## config.mk

```make
export PLATFORM = sky130hd
export DESIGN_NAME = ppg_heart_rate_detector
export DESIGN_NICKNAME = d
export VERILOG_FILES = /design/src/design/phr_pkg.sv /design/src/design/phr_interval.sv /design/src/design/phr_div.sv /design/src/design/ppg_heart_rate_detector.sv
export SDC_FILE = /design/constraint.sdc
export NUM_CORES = 1
export LEC_CHECK = 0
export BUFFER_PORTS_ARGS = -buffer_cell sky130_fd_sc_hd__buf_4
export CORE_MARGIN = 2
export CORE_UTILIZATION = 50
export DETAILED_ROUTE_END_ITERATION = 8
export GPL_TIMING_DRIVEN = 0
export PLACE_DENSITY = 0.64
export SLEW_MARGIN = 10
export SYNTH_ARGS = -nofsm -noshare
export SYNTH_HDL_FRONTEND = slang
export SYNTH_SLANG_ARGS = --single-unit
```

## constraint.sdc

```tcl
create_clock -name clk -period 9.5 [get_ports clk]
set_clock_uncertainty 0.1 [all_clocks]
set_input_delay 0.475 -clock clk [delete_from_list [all_inputs] [get_ports clk]]
set_output_delay 0.475 -clock clk [all_outputs]
set_load 0.005 [all_outputs]
```

## src/design/phr_pkg.sv

```systemverilog
// Shared types, constants and helper functions of the PPG heart-rate detector.
// Used by phr_interval, phr_div, ppg_heart_rate_detector and tb_top; depends on nothing.

package phr_pkg;

	// Field and register widths.
	localparam int unsigned SAMPLE_W = 16;
	localparam int unsigned TIME_W   = 32;
	localparam int unsigned CFG_W    = 16;
	localparam int unsigned RATE_W   = 8;
	localparam int unsigned BPM_NUM  = 60000;

	// Reset values of the configuration registers.
	localparam logic [CFG_W-1:0] FINGER_THR_RST = 16'd1000;
	localparam logic [CFG_W-1:0] MIN_IVAL_RST   = 16'd330;
	localparam logic [CFG_W-1:0] MAX_IVAL_RST   = 16'd1600;

	// Configuration register indexes.
	typedef enum logic [1:0] {
		CFG_FINGER_THRESHOLD = 2'd0,
		CFG_MIN_INTERVAL     = 2'd1,
		CFG_MAX_INTERVAL     = 2'd2
	} cfg_reg_t;

	// Sequencer states of the top level.
	typedef enum logic [2:0] {
		ST_IDLE,
		ST_BASE,
		ST_CROSS,
		ST_IVAL,
		ST_DIV,
		ST_RATE,
		ST_OUT
	} phr_state_t;

	// Result of the serial interval unit.
	typedef struct packed {
		logic                done;
		logic                ge_min;
		logic                le_max;
		logic [CFG_W-1:0]    interval;
	} phr_ival_res_t;

	// Result of the serial divider.
	typedef struct packed {
		logic                done;
		logic [CFG_W-1:0]    quot;
	} phr_div_res_t;

	// One bit of a serial subtraction x - y with borrow in.
	function automatic logic ser_diff(input logic x, input logic y, input logic bin);
		ser_diff = x ^ y ^ bin;
	endfunction

	// Borrow out of one bit of a serial subtraction x - y.
	function automatic logic ser_borrow(input logic x, input logic y, input logic bin);
		ser_borrow = (~x & y) | (~(x ^ y) & bin);
	endfunction

endpackage

```

## src/design/phr_interval.sv

```systemverilog
// Bit-serial interval unit: forms now - last modulo 2^32 one bit per cycle,
// LSB first, and compares it serially against the beat window limits.
// Depends on phr_pkg.

module phr_interval (
	input  logic                              clk,
	input  logic                              arst_n,
	input  logic                              start,
	input  logic [phr_pkg::TIME_W-1:0]        now_time,
	input  logic [phr_pkg::TIME_W-1:0]        last_time,
	input  logic [phr_pkg::CFG_W-1:0]         min_ival,
	input  logic [phr_pkg::CFG_W-1:0]         max_ival,
	output phr_pkg::phr_ival_res_t            res
);

	localparam int unsigned CNT_W = $clog2(phr_pkg::TIME_W);

	logic [phr_pkg::TIME_W-1:0] a_sr_q;
	logic [phr_pkg::TIME_W-1:0] b_sr_q;
	logic [phr_pkg::CFG_W-1:0]  min_sr_q;
	logic [phr_pkg::CFG_W-1:0]  max_sr_q;
	logic [phr_pkg::CFG_W-1:0]  ival_sr_q;
	logic [CNT_W-1:0]           cnt_q;
	logic                       busy_q;
	logic                       done_q;
	logic                       sub_b_q;
	logic                       ge_b_q;
	logic                       le_b_q;
	logic                       d_bit;

	// Current bit of the interval.
	assign d_bit = phr_pkg::ser_diff(a_sr_q[0], b_sr_q[0], sub_b_q);

	// Control: one bit per cycle for the whole time width.
	always_ff @(posedge clk or negedge arst_n) begin
		if (!arst_n) begin
			busy_q <= 1'b0;
			done_q <= 1'b0;
			cnt_q  <= '0;
		end else begin
			done_q <= 1'b0;
			if (start) begin
				busy_q <= 1'b1;
				cnt_q  <= '0;
			end else if (busy_q) begin
				cnt_q <= cnt_q + 1'b1;
				if (cnt_q == CNT_W'(phr_pkg::TIME_W - 1)) begin
					busy_q <= 1'b0;
					done_q <= 1'b1;
				end
			end
		end
	end

	// Operand shift registers and the three borrow chains.
	always_ff @(posedge clk) begin
		if (start) begin
			a_sr_q   <= now_time;
			b_sr_q   <= last_time;
			min_sr_q <= min_ival;
			max_sr_q <= max_ival;
			sub_b_q  <= 1'b0;
			ge_b_q   <= 1'b0;
			le_b_q   <= 1'b0;
		end else if (busy_q) begin
			a_sr_q   <= {1'b0, a_sr_q[phr_pkg::TIME_W-1:1]};
			b_sr_q   <= {1'b0, b_sr_q[phr_pkg::TIME_W-1:1]};
			min_sr_q <= {1'b0, min_sr_q[phr_pkg::CFG_W-1:1]};
			max_sr_q <= {1'b0, max_sr_q[phr_pkg::CFG_W-1:1]};
			sub_b_q  <= phr_pkg::ser_borrow(a_sr_q[0], b_sr_q[0], sub_b_q);
			// interval - min and max - interval, borrow clear means in range.
			ge_b_q   <= phr_pkg::ser_borrow(d_bit, min_sr_q[0], ge_b_q);
			le_b_q   <= phr_pkg::ser_borrow(max_sr_q[0], d_bit, le_b_q);
			// Only the low bits of the interval are kept.
			if (cnt_q < CNT_W'(phr_pkg::CFG_W)) begin
				ival_sr_q <= {d_bit, ival_sr_q[phr_pkg::CFG_W-1:1]};
			end
		end
	end

	assign res.done     = done_q;
	assign res.ge_min   = ~ge_b_q;
	assign res.le_max   = ~le_b_q;
	assign res.interval = ival_sr_q;

endmodule

```

## src/design/phr_div.sv

```systemverilog
// Restoring divider for 60000 / interval, one quotient bit per cycle.
// Depends on phr_pkg.

module phr_div (
	input  logic                          clk,
	input  logic                          arst_n,
	input  logic                          start,
	input  logic [phr_pkg::CFG_W-1:0]     divisor,
	output phr_pkg::phr_div_res_t         res
);

	localparam int unsigned N     = phr_pkg::CFG_W;
	localparam int unsigned CNT_W = $clog2(N);

	logic [N-1:0]     dvd_sr_q;
	logic [N-1:0]     dvs_q;
	logic [N-1:0]     rem_q;
	logic [N-1:0]     quot_q;
	logic [CNT_W-1:0] cnt_q;
	logic             busy_q;
	logic             done_q;
	logic [N:0]       trial;
	logic             fits;

	// Bring down the next dividend bit and try the subtraction.
	assign trial = {rem_q, dvd_sr_q[N-1]};
	assign fits  = (trial >= {1'b0, dvs_q});

	always_ff @(posedge clk or negedge arst_n) begin
		if (!arst_n) begin
			busy_q <= 1'b0;
			done_q <= 1'b0;
			cnt_q  <= '0;
		end else begin
			done_q <= 1'b0;
			if (start) begin
				busy_q <= 1'b1;
				cnt_q  <= '0;
			end else if (busy_q) begin
				cnt_q <= cnt_q + 1'b1;
				if (cnt_q == CNT_W'(N - 1)) begin
					busy_q <= 1'b0;
					done_q <= 1'b1;
				end
			end
		end
	end

	// Datapath: remainder, dividend and quotient shift registers.
	always_ff @(posedge clk) begin
		if (start) begin
			dvd_sr_q <= N'(phr_pkg::BPM_NUM);
			dvs_q    <= divisor;
			rem_q    <= '0;
			quot_q   <= '0;
		end else if (busy_q) begin
			dvd_sr_q <= {dvd_sr_q[N-2:0], 1'b0};
			quot_q   <= {quot_q[N-2:0], fits};
			if (fits) begin
				rem_q <= N'(trial - {1'b0, dvs_q});
			end else begin
				rem_q <= trial[N-1:0];
			end
		end
	end

	assign res.done = done_q;
	assign res.quot = quot_q;

endmodule

```

## src/design/ppg_heart_rate_detector.sv

```systemverilog
// Top level of the PPG heart-rate detector, with sequencer, state and output register.
// Depends on phr_pkg, phr_interval and phr_div.

// One sample word is taken at a time. A sample without a finger or a seeding
// sample goes from the baseline step straight to the output step, and one with
// no upward zero crossing passes the crossing step first. A crossing also runs
// the bit-serial interval unit (32 time bits), and a crossing inside the beat
// window with a nonzero interval also runs the bit-serial divider (16 quotient
// bits) before the rate step. The next word can be accepted in the cycle after
// the result is loaded, once the sequencer is back in idle. The output register
// lets the result wait while the next word is taken in; only a second finished
// result waits for it.

module ppg_heart_rate_detector (
	input  logic                              clk,
	input  logic                              arst_n,
	input  logic                              cfg_write,
	input  logic [1:0]                        cfg_index,
	input  logic [phr_pkg::CFG_W-1:0]         cfg_data,
	input  logic                              in_valid,
	output logic                              in_stall,
	input  logic [phr_pkg::SAMPLE_W-1:0]      ir_sample,
	input  logic [phr_pkg::TIME_W-1:0]        now_ms,
	output logic                              out_valid,
	input  logic                              out_stall,
	output logic [phr_pkg::RATE_W-1:0]        pulse_rate,
	output logic                              beat_seen,
	output logic                              finger_on
);

	localparam int unsigned SW = phr_pkg::SAMPLE_W;
	localparam int unsigned RW = phr_pkg::RATE_W;

	phr_pkg::phr_state_t state_q, state_d;

	logic [phr_pkg::CFG_W-1:0]  thr_q, min_q, max_q;
	logic [SW-1:0]              ir_q;
	logic [phr_pkg::TIME_W-1:0] now_q;
	logic [SW-1:0]              dc_q;
	logic                       prev_neg_q;
	logic [phr_pkg::TIME_W-1:0] last_q;
	logic                       last_nz_q;
	logic                       rate_valid_q;
	logic                       finger_q;
	logic [RW-1:0]              rate_q;
	logic [RW-1:0]              bpm_q;
	logic                       beat_q;
	logic                       out_valid_q;
	logic [RW-1:0]              out_rate_q;
	logic                       out_beat_q;
	logic                       out_finger_q;

	logic                       no_finger;
	logic                       seed;
	logic                       ac_neg;
	logic                       crossing;
	logic                       in_window;
	logic [SW+3:0]              dc_sum;
	logic [RW+1:0]              smooth_sum;
	logic                       ival_start;
	logic                       div_start;
	logic                       out_load;

	phr_pkg::phr_ival_res_t     ival_res;
	phr_pkg::phr_div_res_t      div_res;

	// Configuration registers.
	always_ff @(posedge clk or negedge arst_n) begin
		if (!arst_n) begin
			thr_q <= phr_pkg::FINGER_THR_RST;
			min_q <= phr_pkg::MIN_IVAL_RST;
			max_q <= phr_pkg::MAX_IVAL_RST;
		end else if (cfg_write) begin
			case (cfg_index)
				phr_pkg::CFG_FINGER_THRESHOLD: thr_q <= cfg_data;
				phr_pkg::CFG_MIN_INTERVAL:     min_q <= cfg_data;
				phr_pkg::CFG_MAX_INTERVAL:     max_q <= cfg_data;
				default: ;
			endcase
		end
	end

	// Sample classification and baseline arithmetic.
	assign no_finger  = (ir_q < thr_q);
	assign seed       = !finger_q || (dc_q == '0);
	assign dc_sum     = {dc_q, 4'b0000} - {4'b0000, dc_q} + {4'b0000, ir_q};
	assign ac_neg     = (ir_q < dc_q);
	assign crossing   = prev_neg_q && !ac_neg;
	assign in_window  = last_nz_q && ival_res.ge_min && ival_res.le_max;
	assign smooth_sum = {1'b0, rate_q, 1'b0} + {2'b00, rate_q} + {2'b00, bpm_q};

	phr_interval u_ival (
		.clk       (clk),
		.arst_n    (arst_n),
		.start     (ival_start),
		.now_time  (now_q),
		.last_time (last_q),
		.min_ival  (min_q),
		.max_ival  (max_q),
		.res       (ival_res)
	);

	phr_div u_div (
		.clk     (clk),
		.arst_n  (arst_n),
		.start   (div_start),
		.divisor (ival_res.interval),
		.res     (div_res)
	);

	// State register.
	always_ff @(posedge clk or negedge arst_n) begin
		if (!arst_n) begin
			state_q <= phr_pkg::ST_IDLE;
		end else begin
			state_q <= state_d;
		end
	end

	// Next state and unit starts.
	always_comb begin
		state_d    = state_q;
		ival_start = 1'b0;
		div_start  = 1'b0;
		out_load   = 1'b0;
		case (state_q)
			phr_pkg::ST_IDLE: begin
				if (in_valid) begin
					state_d = phr_pkg::ST_BASE;
				end
			end
			phr_pkg::ST_BASE: begin
				if (no_finger || seed) begin
					state_d = phr_pkg::ST_OUT;
				end else begin
					state_d = phr_pkg::ST_CROSS;
				end
			end
			phr_pkg::ST_CROSS: begin
				if (crossing) begin
					ival_start = 1'b1;
					state_d    = phr_pkg::ST_IVAL;
				end else begin
					state_d = phr_pkg::ST_OUT;
				end
			end
			phr_pkg::ST_IVAL: begin
				if (ival_res.done) begin
					if (!in_window) begin
						state_d = phr_pkg::ST_OUT;
					end else if (ival_res.interval == '0) begin
						state_d = phr_pkg::ST_RATE;
					end else begin
						div_start = 1'b1;
						state_d   = phr_pkg::ST_DIV;
					end
				end
			end
			phr_pkg::ST_DIV: begin
				if (div_res.done) begin
					state_d = phr_pkg::ST_RATE;
				end
			end
			phr_pkg::ST_RATE: begin
				state_d = phr_pkg::ST_OUT;
			end
			phr_pkg::ST_OUT: begin
				if (!out_valid_q || !out_stall) begin
					out_load = 1'b1;
					state_d  = phr_pkg::ST_IDLE;
				end
			end
			default: begin
				state_d = phr_pkg::ST_IDLE;
			end
		endcase
	end

	// Detector state: baseline, crossing history and rate.
	always_ff @(posedge clk or negedge arst_n) begin
		if (!arst_n) begin
			dc_q         <= '0;
			prev_neg_q   <= 1'b0;
			last_q       <= '0;
			last_nz_q    <= 1'b0;
			rate_valid_q <= 1'b0;
			finger_q     <= 1'b0;
			rate_q       <= '0;
		end else begin
			case (state_q)
				phr_pkg::ST_BASE: begin
					if (no_finger) begin
						rate_q       <= '0;
						dc_q         <= ir_q;
						prev_neg_q   <= 1'b0;
						last_q       <= '0;
						rate_valid_q <= 1'b0;
						finger_q     <= 1'b0;
					end else if (seed) begin
						finger_q     <= 1'b1;
						dc_q         <= ir_q;
						prev_neg_q   <= 1'b0;
						last_q       <= '0;
						rate_valid_q <= 1'b0;
					end else begin
						dc_q <= dc_sum[SW+3:4];
					end
				end
				phr_pkg::ST_CROSS: begin
					prev_neg_q <= ac_neg;
					if (crossing) begin
						last_nz_q <= (last_q != '0);
						last_q    <= now_q;
					end
				end
				phr_pkg::ST_RATE: begin
					rate_valid_q <= 1'b1;
					if (rate_valid_q) begin
						rate_q <= smooth_sum[RW+1:2];
					end else begin
						rate_q <= bpm_q;
					end
				end
				default: ;
			endcase
		end
	end

	// Per-word working registers.
	always_ff @(posedge clk) begin
		if (state_q == phr_pkg::ST_IDLE && in_valid) begin
			ir_q   <= ir_sample;
			now_q  <= now_ms;
			beat_q <= 1'b0;
		end
		if (state_q == phr_pkg::ST_IVAL && ival_res.done) begin
			bpm_q <= {RW{1'b1}};
		end
		if (state_q == phr_pkg::ST_DIV && div_res.done) begin
			if (div_res.quot[phr_pkg::CFG_W-1:RW] != '0) begin
				bpm_q <= {RW{1'b1}};
			end else begin
				bpm_q <= div_res.quot[RW-1:0];
			end
		end
		if (state_q == phr_pkg::ST_RATE) begin
			beat_q <= 1'b1;
		end
	end

	// Output register.
	always_ff @(posedge clk or negedge arst_n) begin
		if (!arst_n) begin
			out_valid_q <= 1'b0;
		end else if (out_load) begin
			out_valid_q <= 1'b1;
		end else if (!out_stall) begin
			out_valid_q <= 1'b0;
		end
	end

	always_ff @(posedge clk) begin
		if (out_load) begin
			out_rate_q   <= rate_q;
			out_beat_q   <= beat_q;
			out_finger_q <= finger_q;
		end
	end

	assign in_stall   = (state_q != phr_pkg::ST_IDLE);
	assign out_valid  = out_valid_q;
	assign pulse_rate = out_rate_q;
	assign beat_seen  = out_beat_q;
	assign finger_on  = out_finger_q;

	// A delivered beat always comes with a finger present.
	a_beat_finger: assert property (@(posedge clk) disable iff (!arst_n)
		out_valid && beat_seen |-> finger_on)
		else $error("beat reported without finger present");

	// With no finger the rate and its valid flag stay cleared.
	a_no_finger_rate: assert property (@(posedge clk) disable iff (!arst_n)
		!finger_q |-> (rate_q == '0) && !rate_valid_q)
		else $error("rate held while no finger present");

	// An accepted word always starts with the baseline step.
	a_accept_base: assert property (@(posedge clk) disable iff (!arst_n)
		in_valid && !in_stall |=> state_q == phr_pkg::ST_BASE)
		else $error("accepted word did not enter baseline step");

	// The divider is started only for a crossing inside the window.
	a_div_window: assert property (@(posedge clk) disable iff (!arst_n)
		div_start |-> ival_res.done && in_window)
		else $error("divider started outside the beat window");

endmodule

```

# Word level (Yosys, flattened, before mapping)

Cells that the tools add are included.

Register bits after elaboration: 366
Input port bits: 71
Output and inout port bits: 12
Word-level logic and storage cells: 187

Add/subtract/negate cells: 7
$lt $le $gt $ge: 4
Equal/unequal tests: 18
Multiplexer cells: 62
Bitwise operators: 22
Reductions and logical operators: 37

Operator list:

| kind               | number |
|---|---|
| $mux 32            | 7 |
| $mux 16            | 7 |
| $pmux 32 s2        | 1 |
| $mux 8             | 5 |
| $logic_not 16->1   | 2 |
| $lt 16x16->1       | 2 |
| $reduce_bool 32->1 | 1 |
| $mux 1             | 27 |
| $pmux 3 s7         | 1 |
| $add 20x16->20     | 1 |
| $sub 20x16->20     | 1 |
| $mux 3             | 6 |
| $ge 17x16->1       | 1 |
| $pmux 8 s2         | 1 |
| $reduce_and 2->1   | 8 |
| $sub 16x16->16     | 1 |
| $reduce_bool 2->1  | 6 |
| $add 10x8->10      | 1 |
| $add 9x8->10       | 1 |
| $mux 5             | 2 |
| $eq 3x3->1 const B | 3 |
| $not 1->1          | 9 |
| $mux 4             | 2 |
| $ne 2x2->1 const B | 4 |
| 25 further kinds   | 50 |

# Depth between registers and ports, before layout

Word-level depth: 7
Gate-level depth with buffers: 12

# Hierarchy

From an unflattened synthesis, not the netlist that was laid out.

Cell total of the unflattened synthesis: 1377
Area, all modules: 17558.1 sq um

By module, submodules not included:

| module                  | times used | cells each | area each (sq um) |
|---|---|---|---|
| ppg_heart_rate_detector | 1          | 743        | 9063.7 |
| phr_interval            | 1          | 273        | 5057.4 |
| phr_div                 | 1          | 361        | 3437.0 |

# Least setup slack after synthesis

Ideal clock, no wire load.

Path kind: reg2reg
Start: register dc_q[9]
End: register u_ival.a_sr_q[0] in the netlist's numbering, enable pin
Setup time: 0.908 ns
Data arrival time: 3.854 ns
Required time: 8.492 ns
Setup slack: 4.639 ns
Stages on the path, launching flop included: 12
Path buffers: 3
Period minus slack after synthesis: 4.861 ns
Path through: dfrtp_1 inv_1 ha_1 a21o_1 a2111oi_0 nand2_1 a21oi_1 or3_1 clkbuf_1 buf_2 buf_2 nand2_1

Cells in the longest elaborated chain, start to end: 6

RTL lines:

| item                        | line                           | RTL |
|---|---|---|
| from (decl)                 | ppg_heart_rate_detector.sv:39  | `logic [SW-1:0] dc_q;` |
| from (signal assigned)      | ppg_heart_rate_detector.sv:194 | `dc_q <= ir_q;` |
| from (signal assigned)      | ppg_heart_rate_detector.sv:201 | `dc_q <= ir_q;` |
| from (signal assigned)      | ppg_heart_rate_detector.sv:206 | `dc_q <= dc_sum[SW+3:4];` |
| $lt 16x16->1                | ppg_heart_rate_detector.sv:87  | `assign ac_neg = (ir_q < dc_q);` |
| $logic_not 1->1             | ppg_heart_rate_detector.sv:88  | `assign crossing = prev_neg_q && !ac_neg;` |
| $logic_and 1x1->1           | ppg_heart_rate_detector.sv:88  |  |
| $mux 1                      | ppg_heart_rate_detector.sv:140 | `if (crossing) begin` |
| $mux 1                      | ppg_heart_rate_detector.sv:126 | `case (state_q)` |
| $reduce_bool 2->1 (no line) | --                             |  |
| to (signal assigned)        | phr_interval.sv:58             | `a_sr_q <= now_time;` |
| to (signal assigned)        | phr_interval.sv:66             | `a_sr_q <= {1'b0, a_sr_q[phr_pkg::TIME_W-1:1]};` |
| to (decl)                   | phr_interval.sv:18             | `logic [phr_pkg::TIME_W-1:0] a_sr_q;` |

No other way between the ends.
A chain may end at the register's enable or synchronous reset.

# Worst setup path in the final report

Start: register dc_q[9]
End: register u_ival.min_sr_q[8] in the netlist's numbering, enable pin

Cells in the longest elaborated chain, start to end: 6

RTL lines:

| item                        | line                           | RTL |
|---|---|---|
| $lt 16x16->1                | ppg_heart_rate_detector.sv:87  |  |
| $logic_not 1->1             | ppg_heart_rate_detector.sv:88  |  |
| $logic_and 1x1->1           | ppg_heart_rate_detector.sv:88  |  |
| $mux 1                      | ppg_heart_rate_detector.sv:140 |  |
| $mux 1                      | ppg_heart_rate_detector.sv:126 |  |
| $reduce_bool 2->1 (no line) | --                             |  |
| to (signal assigned)        | phr_interval.sv:60             | `min_sr_q <= min_ival;` |
| to (signal assigned)        | phr_interval.sv:68             | `min_sr_q <= {1'b0, min_sr_q[phr_pkg::CFG_W-1:1]};` |
| to (decl)                   | phr_interval.sv:20             | `logic [phr_pkg::CFG_W-1:0] min_sr_q;` |

No other way between the ends.

==> impl_metrics.tcl <==
set metrics [dict create \
    cts-resized-gates 0 \
    synth_top_family_by_area "simple AND/OR/NAND/NOR gates" \
    p_switching_mw 2.14 \
    setup_viol 0 \
    path_common_cell "buf_2" \
    layout_commonest_cell "nand2_1" \
    postLayoutCoreUtil_pct 58.3 \
    sw_frac_of_total_pct 34.7 \
    ir_worst_vdd_v 0.000169 \
    finalPower_mw 6.17 \
    wl_per_cell_um 16.6 \
    synthTopCellsByArea "edfxtp_1 (34%), dfrtp_1 (16%), nand2_1 (8.0%), ha_1 (5.5%), dfxtp_1 (5.5%)" \
    grt_antenna_before_repair 0 \
    synthAdderAreaFrac_pct 8.19 \
    grt-ovfl-total 0 \
    worst_slack_ps 5300 \
    max-slew-margin-rel_pct 30.9 \
    dieArea_sq_um 36000 \
    pwr-share-clk_pct 23.8 \
    cts_setup_buffers 0 \
    synthSimpleGateAreaFrac_pct 14.0 \
    gp_congestion 0.876 \
    clock_latency_ps 540 \
    synth_top_cell_by_area "edfxtp_1" \
    synthArstFlopShare_pct 34.2 \
    worstSetupPathType "reg2reg" \
    internal_power_mw 4.03 \
    dp_slack_ps 5240 \
    dp_hpwl_um 25800 \
    hold_path.class "in2reg" \
    core-area_sq_um 34300 \
    fillerInstances 2803 \
    worstPathRequired_ps 9660 \
    synth_xor_xnor_area_share_pct 1.73 \
    synth_cell_types 75 \
    wirelength_um 36500 \
    cp.arrival_ps 4370 \
    post-route-period-util_pct 44.2 \
    r2r_slack_ps 5300 \
    final_nets 1876 \
    cts.clk_slew.worst_paths_ps 60 \
    area_growth_syn_to_layout_pct 15.9 \
    grt_max_degree 71 \
    cts-root-buf "clkbuf_16" \
    cts_buffers 39 \
    ant_nets 0 \
    die_x_um 190 \
    power_frac_comb_pct 34.3 \
    setup_tns_ps 0 \
    synth_ff_type "edfxtp_1" \
    rows 68 \
    min_period_ps 4200 \
    seqPwrFrac_pct 41.8 \
    final_max_slew_viol_count 0 \
    num_io_pins 83 \
    vias_per_cell 5.38 \
    max-cap-violations 0 \
    hold_violations 0 \
    ys.warnings.count 0 \
    grt_util_all_layers_pct 20.7 \
    fmax_mhz 238 \
    p_leak_nw 8.74 \
    drcViolationCount 0 \
    grt_pass1_vias 11700 \
    crit_path_max_incr_delay_ps 500 \
    ys_seq_elements 366 \
    grt_setup_unrepaired "false" \
    die_h_um 190 \
    tightest_slew_ps 1030 \
    critPathMaxFanout 49 \
    clkSinkCount 366 \
    yosysSeqAreaShare_pct 57.5 \
    synthMuxAreaShare_pct 4.42 \
    syn_avg_cell_area_sq_um 11.1 \
    netlist_area_sq_um 17200 \
    netlist.area_leader.share_pct 33.8 \
    syn_nets 1727 \
    synth_enable_flop_cells 194 \
    io_buffers 82 \
    outcome "completed" \
    cts_tree "done" \
    final_cell_mix "nand2_1 (367), edfxtp_1 (194), dfrtp_1 (112), inv_1 (101), buf_4 (83)" \
    drt_iter0_drc 830 \
    num_antenna_cells 0 \
    dr.pass1.iters 5 \
    cp_slowest_cell "a2111oi_0" \
    drive_gt1_share_pct 13.8 \
    p_per_area_nw_per_um2 309 \
    endpoint_kind "flop" \
    netlist_instances 1557 \
    synth-compound-area-share_pct 10.2 \
    htree_num_levels 2 \
    initial_utilization_pct 50.3 \
    path_cells "inv_1, ha_1, a21o_1, a2111oi_0, nand2_1, a21oi_1, or3_1, clkbuf_1, buf_2, buf_2, nand2_4, buf_16" \
    clock_path_buffers 3 \
    vias 11800 \
    grt_pass1_wl_um 60000 \
    worst_setup_path_start_kind "flop" \
]
## metal layers
layer  share of wire (%)  vias to the layer above  wire length [um]  GRT usage, %
met5                   0                        -                 0             0
met4                 2.1                        0               758          5.49
met3                 4.5                       59              1650          3.10
met2                  46                      267             16900          33.6
met1                  47                     5682             17200          29.3
li1                    -                     5773                 -             -
## sequential cells by signal (all words and copies together) (netlist names), 32 cells and up
register and cells:
u_ival.a_sr_q 32, now_q 32, u_ival.b_sr_q 32, last_q 32
## critical path, delay by kind of cell, from the launching register on
kind                     cells  cell delay [ps]
AO/OA/AOI/OAI                3              900
AND/OR/NAND/NOR              3              670
buffers and inverters        5             1530
flip-flops                   1              420
adder cells (fa/ha/maj)      1              280
## cells in the mapped netlist (all sizes together) (6+ instances only)
cell type,n
fa,23
a31oi,14
a21o,15
nor3,14
dfxtp,47
nor2,70
and3,8
nor4,18
nand2,368
xor2,12
nand4,17
buf,28
or2,11
nand3,12
o211ai,12
ha,76
edfxtp,194
clkbuf,35
a22o,31
o21a,10
a211oi,6
and2,6
nand3b,6
o21ai,72
dfstp,13
mux2,33
inv,101
xnor2,22
a21oi,51
dfrtp,112
nand2b,6
mux2i,39
## power groups by stage
stage                     Sequential (mW)  Combinational, mW  Clock, mW
after floorplan                      2.54               1.56          0
after global placement               2.63               2.01          0
after detailed placement             2.61               2.10          0
after CTS                            2.58               2.12       1.51
after global routing                 2.64               2.40       1.57
final                                2.58               2.12       1.47
## cell families (layout without fill, tap and decap cells)
logic type,after synthesis,in the layout
AO/OA/AOI/OAI,263,263
XOR/XNOR,34,34
adder cells (fa/ha/maj),99,99
buffers and inverters,164,343
flip-flops,366,366
multiplexers,72,72
AND/OR/NAND/NOR,559,559
## timing repair
action	CTS	global route
endpoints found under the hold margin	89	1
setup endpoints to repair	0	0
hold buffers	21	1
## area by class of cell
cell class | instances | area [sq um] | area share, %
well taps | 455 | 569 | 2.85
repair buffers | 108 | 922 | 4.61
inverters | 101 | 379 | 1.90
flip-flops and latches | 366 | 9910 | 49.6
clock inverters | 19 | 146 | 0.732
plain buffers | 63 | 304 | 1.52
multi-input cells | 1027 | 6670 | 33.4
clock buffers | 52 | 1090 | 5.43
## final timing paths
path / from / to / cells past startpoint
max in group asynchronous: arst_n / min_q[3]$_DFFE_PN1P_ / 3
min in group asynchronous: arst_n / rate_q[3]$_DFFE_PN0P_ / 2
max reg2reg: dc_q[9]$_DFFE_PN0P_ / u_ival.min_sr_q[8]$_DFFE_PP_ / 12
max: dc_q[9]$_DFFE_PN0P_ / u_ival.min_sr_q[8]$_DFFE_PP_ / 12
min: now_ms[30] / now_q[30]$_DFFE_PP_ / 1
min reg2reg: beat_q$_SDFFE_PP1P_ / beat_seen$_DFFE_PP_ / 0
## metrics by stage
stage          cells  hold slack, ps  cell area (sq um)
2_1_floorplan   1557            79.4              17200
3_3_place_gp    2094             320              18400
3_5_place_dp    2098             327              18500
4_1_cts         2190          0.0914              20000
5_1_grt         2191            2.90              20000
6_report        2191            16.5              20000
No activity file was read; power rests on OpenSTA's default activity.
